## config.mk

```make
export PLATFORM = sky130hd
export DESIGN_NAME = substring_search_bidirectional
export DESIGN_NICKNAME = d
export VERILOG_FILES = /design/src/design/ssb_pkg.sv /design/src/design/substring_search_bidirectional.sv /design/src/design/ssb_lane.sv /design/src/design/ssb_buffer.sv
export SDC_FILE = /design/constraint.sdc
export NUM_CORES = 2
export LEC_CHECK = 0
export CAP_MARGIN = 15
export CORE_MARGIN = 4
export CORE_UTILIZATION = 55
export DETAILED_ROUTE_END_ITERATION = 16
export DONT_BUFFER_PORTS = 1
export GPL_TIMING_DRIVEN = 0
export PLACE_DENSITY = 0.81
export RECOVER_POWER = 25
export SYNTH_ARGS = -nofsm -noshare
export SYNTH_HDL_FRONTEND = slang
export SYNTH_SLANG_ARGS = --single-unit
```

## constraint.sdc

```tcl
create_clock -name clock -period 9.4 [get_ports clock]
set_clock_uncertainty 0.15 [all_clocks]
set_input_delay 1.88 -clock clock [delete_from_list [all_inputs] [get_ports clock]]
set_output_delay 1.88 -clock clock [all_outputs]
set_load 0.01 [all_outputs]
```

## src/design/ssb_pkg.sv

```systemverilog
`timescale 1ns / 1ps
// ----------------------------------------------------------------------------
// ssb_pkg
// Shared types and constants of the bidirectional substring search block.
// ----------------------------------------------------------------------------
package ssb_pkg;

   localparam int BUF_DEPTH   = 256;
   localparam int ADDR_W      = $clog2(BUF_DEPTH);
   localparam int PTR_W       = ADDR_W + 1;
   localparam int MAX_PATTERN = 8;
   localparam int LEN_W       = 4;

   // operation codes
   localparam logic [1:0] OP_WRITE      = 2'd0;
   localparam logic [1:0] OP_SEARCH     = 2'd1;
   localparam logic [1:0] OP_SET_OFFSET = 2'd2;

   // direction codes; the unused code scans backward like MODE_BACKWARD
   localparam logic [1:0] MODE_GLOBAL   = 2'd0;
   localparam logic [1:0] MODE_FORWARD  = 2'd1;
   localparam logic [1:0] MODE_BACKWARD = 2'd2;

   typedef enum logic [1:0] {
      ST_IDLE,
      ST_SCAN,
      ST_DONE
   } state_type;

   typedef struct packed {
      logic [1:0]  operation;
      logic [7:0]  address;
      logic [7:0]  data_byte;
      logic [63:0] pattern;
      logic [3:0]  pattern_length;
      logic [1:0]  direction_mode;
      logic        case_insensitive;
   } req_type;

   typedef struct packed {
      logic       found;
      logic [7:0] position;
   } rsp_type;

   // one byte of the compare window and whether it lies inside the buffer
   typedef struct packed {
      logic       vld;
      logic [7:0] data;
   } win_slot_type;

endpackage

```

## src/design/substring_search_bidirectional.sv

```systemverilog
`timescale 1ns / 1ps
// ----------------------------------------------------------------------------
// substring_search_bidirectional
// Byte buffer with a current offset and a windowed pattern search.
// ----------------------------------------------------------------------------
// Usage:
//   req_* carries one request: write a byte, set the offset or search.
//   rsp_* returns one result per request: found flag and the offset after it.
//   Both channels accept at a clock edge where valid is high and stall low.
// Flow:
//   A write or set-offset request passes through the done state into the
//   output register. A search streams the buffer through its single read
//   port, one byte per cycle, into an 8-byte window that 8 compare lanes
//   check every cycle; a forward search first fills the whole window, a
//   backward search only pattern_length bytes, and each then tries its
//   start positions in turn. Only one request is in work at a time; the
//   next is taken while the last result still waits in the output register.
// Reset:
//   Clears the offset and the handshake state; buffer contents stay undefined
//   until written.
// Stall:
//   A stalled result holds in the output register; a finished search waits
//   in its done state and no new request is taken until the result moves on.
// ----------------------------------------------------------------------------
module substring_search_bidirectional (
   input  logic             clock,
   input  logic             reset,
   input  logic             req_valid,
   output logic             req_stall,
   input  ssb_pkg::req_type req_data,
   output logic             rsp_valid,
   input  logic             rsp_stall,
   output ssb_pkg::rsp_type rsp_data
);

   localparam int NL = ssb_pkg::MAX_PATTERN;

   ssb_pkg::state_type state_ff, state_in;

   logic [63:0]                     pat_ff, pat_in;
   logic [ssb_pkg::LEN_W-1:0]       len_ff, len_in;
   logic [ssb_pkg::LEN_W-1:0]       need_ff, need_in;
   logic [ssb_pkg::LEN_W-1:0]       fill_ff, fill_in;
   logic                            back_ff, back_in;
   logic                            fold_ff, fold_in;
   logic [ssb_pkg::ADDR_W-1:0]      offset_ff, offset_in;
   logic                            found_ff, found_in;
   logic [ssb_pkg::PTR_W-1:0]       cand_ff, cand_in;
   logic [ssb_pkg::PTR_W-1:0]       rd_addr_ff, rd_addr_in;
   logic                            pend_ff, pend_in;
   logic                            inr_ff, inr_in;
   ssb_pkg::win_slot_type           win_ff [NL];
   ssb_pkg::win_slot_type           win_in [NL];
   logic                            rsp_valid_ff, rsp_valid_in;
   ssb_pkg::rsp_type                rsp_data_ff, rsp_data_in;

   logic                            req_acc;
   logic                            out_free;
   logic                            eval;
   logic                            hit;
   logic                            at_end;
   logic                            at_term;
   logic                            is_back;
   logic                            search_go;
   logic [ssb_pkg::LEN_W-1:0]       len_sat;
   logic [7:0]                      rd_data;
   logic [NL-1:0]                   lane_hit;
   ssb_pkg::win_slot_type           new_slot;

   // handshake
   assign req_stall = (state_ff != ssb_pkg::ST_IDLE);
   assign req_acc   = req_valid && !req_stall;
   assign out_free  = !rsp_valid_ff || !rsp_stall;
   assign rsp_valid = rsp_valid_ff;
   assign rsp_data  = rsp_data_ff;

   // decode a new search request
   assign len_sat = (req_data.pattern_length > ssb_pkg::LEN_W'(NL))
                  ? ssb_pkg::LEN_W'(NL) : req_data.pattern_length;
   assign is_back = (req_data.direction_mode != ssb_pkg::MODE_GLOBAL)
                 && (req_data.direction_mode != ssb_pkg::MODE_FORWARD);
   assign search_go = (req_data.operation == ssb_pkg::OP_SEARCH)
                   && (req_data.pattern_length != '0)
                   && !(is_back && (offset_ff < ssb_pkg::ADDR_W'(len_sat)));

   // text buffer
   ssb_buffer u_buffer (
      .clock   (clock),
      .wr_en   (req_acc && (req_data.operation == ssb_pkg::OP_WRITE)),
      .wr_addr (req_data.address),
      .wr_data (req_data.data_byte),
      .rd_addr (rd_addr_ff[ssb_pkg::ADDR_W-1:0]),
      .rd_data (rd_data)
   );

   // compare lanes, one per pattern byte
   for (genvar k = 0; k < NL; k++) begin : g_lane
      ssb_lane u_lane (
         .slot     (win_ff[k]),
         .pat_byte (pat_ff[8*k +: 8]),
         .fold     (fold_ff),
         .enable   (ssb_pkg::LEN_W'(k) < len_ff),
         .hit      (lane_hit[k])
      );
   end

   // merge the lanes
   assign hit = &lane_hit;

   assign eval     = (state_ff == ssb_pkg::ST_SCAN) && (fill_ff >= need_ff);
   assign at_end   = cand_ff[ssb_pkg::ADDR_W];
   assign at_term  = (win_ff[0].data == 8'd0);
   assign new_slot = '{vld: inr_ff, data: rd_data};

   // next state
   always_comb begin
      state_in = state_ff;
      unique case (state_ff)
         ssb_pkg::ST_IDLE: begin
            if (req_acc) begin
               state_in = search_go ? ssb_pkg::ST_SCAN : ssb_pkg::ST_DONE;
            end
         end
         ssb_pkg::ST_SCAN: begin
            if (eval) begin
               if (back_ff) begin
                  if (hit || (cand_ff == '0)) begin
                     state_in = ssb_pkg::ST_DONE;
                  end
               end else if (at_end || at_term || hit) begin
                  state_in = ssb_pkg::ST_DONE;
               end
            end
         end
         ssb_pkg::ST_DONE: begin
            if (out_free) begin
               state_in = ssb_pkg::ST_IDLE;
            end
         end
         default: state_in = ssb_pkg::ST_IDLE;
      endcase
   end

   // datapath and outputs
   always_comb begin
      pat_in       = pat_ff;
      len_in       = len_ff;
      need_in      = need_ff;
      fill_in      = fill_ff;
      back_in      = back_ff;
      fold_in      = fold_ff;
      offset_in    = offset_ff;
      found_in     = found_ff;
      cand_in      = cand_ff;
      rd_addr_in   = rd_addr_ff;
      pend_in      = pend_ff;
      inr_in       = inr_ff;
      win_in       = win_ff;
      rsp_valid_in = rsp_valid_ff && rsp_stall;
      rsp_data_in  = rsp_data_ff;

      unique case (state_ff)
         ssb_pkg::ST_IDLE: begin
            if (req_acc) begin
               found_in = 1'b0;
               pat_in   = req_data.pattern;
               len_in   = len_sat;
               fold_in  = req_data.case_insensitive;
               back_in  = is_back;
               need_in  = is_back ? len_sat : ssb_pkg::LEN_W'(NL);
               fill_in  = '0;
               pend_in  = 1'b0;
               if (req_data.operation == ssb_pkg::OP_SET_OFFSET) begin
                  offset_in = req_data.address;
               end
               if (is_back) begin
                  cand_in    = {1'b0, offset_ff - ssb_pkg::ADDR_W'(len_sat)};
                  rd_addr_in = {1'b0, offset_ff} - ssb_pkg::PTR_W'(1);
               end else begin
                  cand_in    = (req_data.direction_mode == ssb_pkg::MODE_GLOBAL)
                             ? '0 : {1'b0, offset_ff};
                  rd_addr_in = (req_data.direction_mode == ssb_pkg::MODE_GLOBAL)
                             ? '0 : {1'b0, offset_ff};
               end
            end
         end
         ssb_pkg::ST_SCAN: begin
            // stream one byte per cycle
            inr_in     = !rd_addr_ff[ssb_pkg::ADDR_W];
            pend_in    = 1'b1;
            rd_addr_in = back_ff ? rd_addr_ff - ssb_pkg::PTR_W'(1)
                                 : rd_addr_ff + ssb_pkg::PTR_W'(1);
            // shift the window
            if (pend_ff) begin
               if (fill_ff < ssb_pkg::LEN_W'(NL)) begin
                  fill_in = fill_ff + ssb_pkg::LEN_W'(1);
               end
               if (back_ff) begin
                  for (int k = NL - 1; k > 0; k--) begin
                     win_in[k] = win_ff[k-1];
                  end
                  win_in[0] = new_slot;
               end else begin
                  for (int k = 0; k < NL - 1; k++) begin
                     win_in[k] = win_ff[k+1];
                  end
                  win_in[NL-1] = new_slot;
               end
            end
            // check the candidate
            if (eval) begin
               if (back_ff) begin
                  if (hit) begin
                     found_in  = 1'b1;
                     offset_in = cand_ff[ssb_pkg::ADDR_W-1:0];
                  end
                  cand_in = cand_ff - ssb_pkg::PTR_W'(1);
               end else begin
                  if (!at_end && !at_term && hit) begin
                     found_in  = 1'b1;
                     offset_in = cand_ff[ssb_pkg::ADDR_W-1:0];
                  end
                  cand_in = cand_ff + ssb_pkg::PTR_W'(1);
               end
            end
         end
         ssb_pkg::ST_DONE: begin
            // hand the result to the output register
            if (out_free) begin
               rsp_valid_in = 1'b1;
               rsp_data_in  = '{found: found_ff, position: offset_ff};
            end
         end
         default: begin
         end
      endcase
   end

   // control registers
   always_ff @(posedge clock) begin
      if (reset) begin
         state_ff     <= ssb_pkg::ST_IDLE;
         offset_ff    <= '0;
         rsp_valid_ff <= 1'b0;
         pend_ff      <= 1'b0;
         fill_ff      <= '0;
      end else begin
         state_ff     <= state_in;
         offset_ff    <= offset_in;
         rsp_valid_ff <= rsp_valid_in;
         pend_ff      <= pend_in;
         fill_ff      <= fill_in;
      end
   end

   // payload registers
   always_ff @(posedge clock) begin
      pat_ff      <= pat_in;
      len_ff      <= len_in;
      need_ff     <= need_in;
      back_ff     <= back_in;
      fold_ff     <= fold_in;
      found_ff    <= found_in;
      cand_ff     <= cand_in;
      rd_addr_ff  <= rd_addr_in;
      inr_ff      <= inr_in;
      win_ff      <= win_in;
      rsp_data_ff <= rsp_data_in;
   end

endmodule

```

## src/design/ssb_lane.sv

```systemverilog
`timescale 1ns / 1ps
// ----------------------------------------------------------------------------
// ssb_lane
// One compare lane: matches one window byte against one pattern byte.
// ----------------------------------------------------------------------------
module ssb_lane (
   input  ssb_pkg::win_slot_type slot,
   input  logic [7:0]            pat_byte,
   input  logic                  fold,
   input  logic                  enable,
   output logic                  hit
);

   function automatic logic [7:0] fold_byte(input logic [7:0] b, input logic f);
      if (f && b >= 8'h61 && b <= 8'h7A) begin
         return b - 8'h20;
      end
      return b;
   endfunction

   // a lane beyond the pattern length always agrees; bytes past the end never do
   assign hit = !enable
              || (slot.vld && (fold_byte(slot.data, fold) == fold_byte(pat_byte, fold)));

endmodule

```

## src/design/ssb_buffer.sv

```systemverilog
`timescale 1ns / 1ps
// ----------------------------------------------------------------------------
// ssb_buffer
// Text buffer: one write port, one read port with registered read data.
// ----------------------------------------------------------------------------
module ssb_buffer (
   input  logic                       clock,
   input  logic                       wr_en,
   input  logic [ssb_pkg::ADDR_W-1:0] wr_addr,
   input  logic [7:0]                 wr_data,
   input  logic [ssb_pkg::ADDR_W-1:0] rd_addr,
   output logic [7:0]                 rd_data
);

   logic [7:0] mem [ssb_pkg::BUF_DEPTH];
   logic [7:0] rd_data_ff;

   // store a byte
   always_ff @(posedge clock) begin
      if (wr_en) begin
         mem[wr_addr] <= wr_data;
      end
   end

   // read every cycle
   always_ff @(posedge clock) begin
      rd_data_ff <= mem[rd_addr];
   end

   assign rd_data = rd_data_ff;

endmodule

```

==> key figures <==
Clock tree
  • Number of sinks driven by the clock tree: around 2,200
  • Cts bufs inserted: 205
  • CTS Buffer Depth: 3
  • Cell at the root of the clock tree: clkbuf_16
  • Post-CTS sizing: 0
  • Clock network latency to the later pin of the worst-skew pair: 830 ps
  • CTS Hold Bufs: 0
  • CTS clk-pin slew, worst paths: 60 ps
  • TritonCTS clock tree: yes
  • Number of setup buffers added after CTS: 0
  • H-Tree Level Count: 4

Cells and area
  • Number of nets in the layout: about 4,600
  • Synthesis-to-layout area growth: 11.4%
  • Most common cell after layout, fill and taps aside: edfxtp_1
  • Commonest cells after routing, fill and taps aside: edfxtp_1 (2,223), mux4_2 (680), nor2_1 (295)
  • Ratio of cells with drive above 1 in the final layout: 24.9%

Timing
  • Max-Slew Margin vs Limit: 10.8%
  • Final hold violation count: 0
  • Slew Viols, Final: 0
  • Final worst path period need: about 5600 ps
  • Count of endpoints failing setup in the final report: 0
  • Achievable clock frequency: 178 MHz
  • Least-Margin Pin Slew: 1340 ps
  • Part of the cycle the worst path needs: 59.9%
  • Sum Neg Setup Slack: 0 ps
  • RSZ-0062 raised after global routing: no

Synth
  • Mean post-synth cell area: 21.5 um2
  • Cell count after synthesis: 4,174
  • Sequential share of the synthesized area: 74.9%
  • Number of distinct standard cells referenced by the synthesized netlist: 78
  • Simple-gate area share of the yosys netlist: 2.82%
  • Adder and majority gate portion of the synthesized area: less than 1%
  • Top area cells in the synthesized netlist: edfxtp_1 (74%), mux4_2 (17%), nor2_1 (1.2%), mux2_2 (0.73%), clkbuf_1 (0.59%)
  • Net Count, Synth: between 4,000 and 5,000
  • Cell accounting for the most synthesized area: edfxtp_1
  • Commonest register cell after synthesis: edfxtp_1
  • Cell Area, Synth: 89,800 um2
  • Count of warnings emitted by yosys: 0
  • Largest family of logic cells by synthesized area: multiplexers
  • Count of state elements after synthesis: 2,247
  • Area fraction in compound gates after synthesis: 1.53%
  • Fraction of registers with async set/reset: 0%
  • Number of enable-type register cells in the synthesized netlist: roughly 2,200
  • Xor-xnor portion of the synthesized cell area: less than 1%
  • Portion of synthesized cell area occupied by the leading cell type: 74.3%
  • Share of cell area taken by muxes after synthesis: 18.0%

Critical path
  • Start-to-end type of the worst setup path: reg2reg
  • CP dominant cell by count: mux4_2
  • Arrival time reported for the critical path endpoint: between 6000 and 7000 ps
  • CP endpoint kind: register
  • Worst-path maximum fanout: 10
  • Critical path's slowest cell: clkbuf_1
  • Maximum single-stage delay on the critical path: between 900 and 1000 ps
  • Ordered list of cells on the worst path: clkbuf_1 -> clkbuf_1 -> clkbuf_1 -> mux4_2 -> mux4_2 -> mux4_2 -> mux4_2
  • Required time of the critical path: approximately 10000 ps
  • Element type at the critical path start: register

Die
  • Floorplan Core Area: 163,000 um2
  • Floorplan die height: 412 um
  • Die area: 170,000 um2
  • X dimension of the die: roughly 410 um
  • Number of placement rows: 148
  • Starting density of the core: 55.2%
  • Num ports: 104

Route
  • Final wirelength: 255,000 um
  • Drc violations: 0
  • Number of search-and-repair iterations in the first detailed-routing pass: 6
  • Number of vias in the routed layout: about 48,000
  • Count of nets left with antenna violations after detail routing: 0
  • 1st-iter DRT viols: roughly 8,600
  • Routed len/inst: 37.6 um
  • Number of vias per cell: just over 7

GRT
  • Total overflow reported by the global router: 0
  • Total routing resource utilization after global routing: 30.2%
  • Global-route wire length before repair: 361,000 um
  • Number of global-route vias before repair: 47,868
  • Maximum number of pins on one net before global-route repair: between 200 and 300
  • Initial antenna violation count: 23

Status
  • Status: completed

Power
  • Power density of the placed cells: 287 nW/um2
  • Overall Power: approximately 29 mW
  • Static leakage power: 30.9 nW
  • Worst IR Drop VDD: 210 uV

Job
  • Max-Cap Viols: 0

Placement
  • Count of port buffers added during placement: 0
  • Placed wire-length estimate after detailed placement: 148,000 um
  • Placer's final routability congestion estimate: 0.910

Min path
  • Class of the tightest hold or removal check: reg2reg
Yosys cell counts, drive strengths merged, types with 9 or more instances:
library cell,instances
o22ai,9
nor2,296
xor2,51
dfxtp,24
a21oi,46
nor4,20
edfxtp,2223
buf,67
mux4,680
nand2b,15
nand3,28
mux2i,19
clkbuf,142
or4,15
ha,40
a211oi,21
mux2,58
o21ai,61
xnor2,35
inv,64
nor3,24
nand2,92
nor2b,21
a31oi,10
and3,10
a21o,13
worst max-delay path: cells and delay by family, from the launching register on:
kind / cells / cell delay [ps]
multiplexers: 4 / 2280
buffers and inverters: 3 / 2630
flip-flops: 1 / 400
registers in the layout, indices dropped and copies added, names as in the netlist, 2 cells and up:
signal,flops
cand_ff,9
fill_ff,4
len_ff,4
need_ff,4
offset_ff,8
pat_ff,64
rd_addr_ff,9
rsp_data,9
state_ff,2
u_buffer.mem,2048
u_buffer.rd_data,8
win_ff,72
kinds of logic after synthesis:
logic type / Yosys count
DFF: 2247
muxes: 757
and+or+nand+nor: 557
buffers and inverters: 273
AOI/OAI and AO/OA: 208
xor gates and xnor gates: 89
adders and majority gates: 43
area by class of cell:
cell class / count / area, um2
sequential: 2247 / 67200
inverter: 64 / 240
clock inverter: 131 / 1370
tap: 2175 / 2720
clock buffer: 251 / 5470
timing repair buffer: 37 / 598
buffer: 209 / 866
antenna: 26 / 65.1
multi-input combinational: 1654 / 21500
fill: 10367 / 62600
where the power goes:
group,switching [mW],internal (mW)
clock,3.84,4.76
sequential,0.244,11.3
combinational,4.90,3.72
path summary, 6_finish.rpt:
path / slack, ps / from / cells after the start / end
worst max-delay path: 3770 / rd_addr_ff[1] / 7 / u_buffer.rd_data[4]
worst min-delay path: 270 / found_ff / 0 / rsp_data[8]
worst max register to register: 3770 / rd_addr_ff[1] / 7 / u_buffer.rd_data[4]
worst min register to register: 270 / found_ff / 0 / rsp_data[8]
through the flow:
stage	hold slack, ps	cell area, um2	utilization, %	worst slack, ps	instances
after detailed placement	255	93000	57.2	3460	6374
after floorplan	250	89800	-	3460	4174
after global placement	252	92500	56.9	2310	6349
final	268	100000	61.5	3770	6794
after CTS	269	99800	61.4	4010	6756
after global routing	281	100000	61.5	3950	6769
routing by layer:
| metal | vias to the layer above | part of all wire [%] | routed length (um) | global-route usage [%] |
|---|---|---|---|---|
| met5 | - | 0.0082 | 21 | 0 |
| met4 | 4 | 6.9 | 17500 | 16.9 |
| met3 | 926 | 13 | 34100 | 9.72 |
| met2 | 4488 | 47 | 121000 | 47.1 |
| met1 | 24704 | 32 | 82500 | 38.0 |
| li1 | 17962 | - | - | - |
No activity file was read; power rests on OpenSTA's default activity.
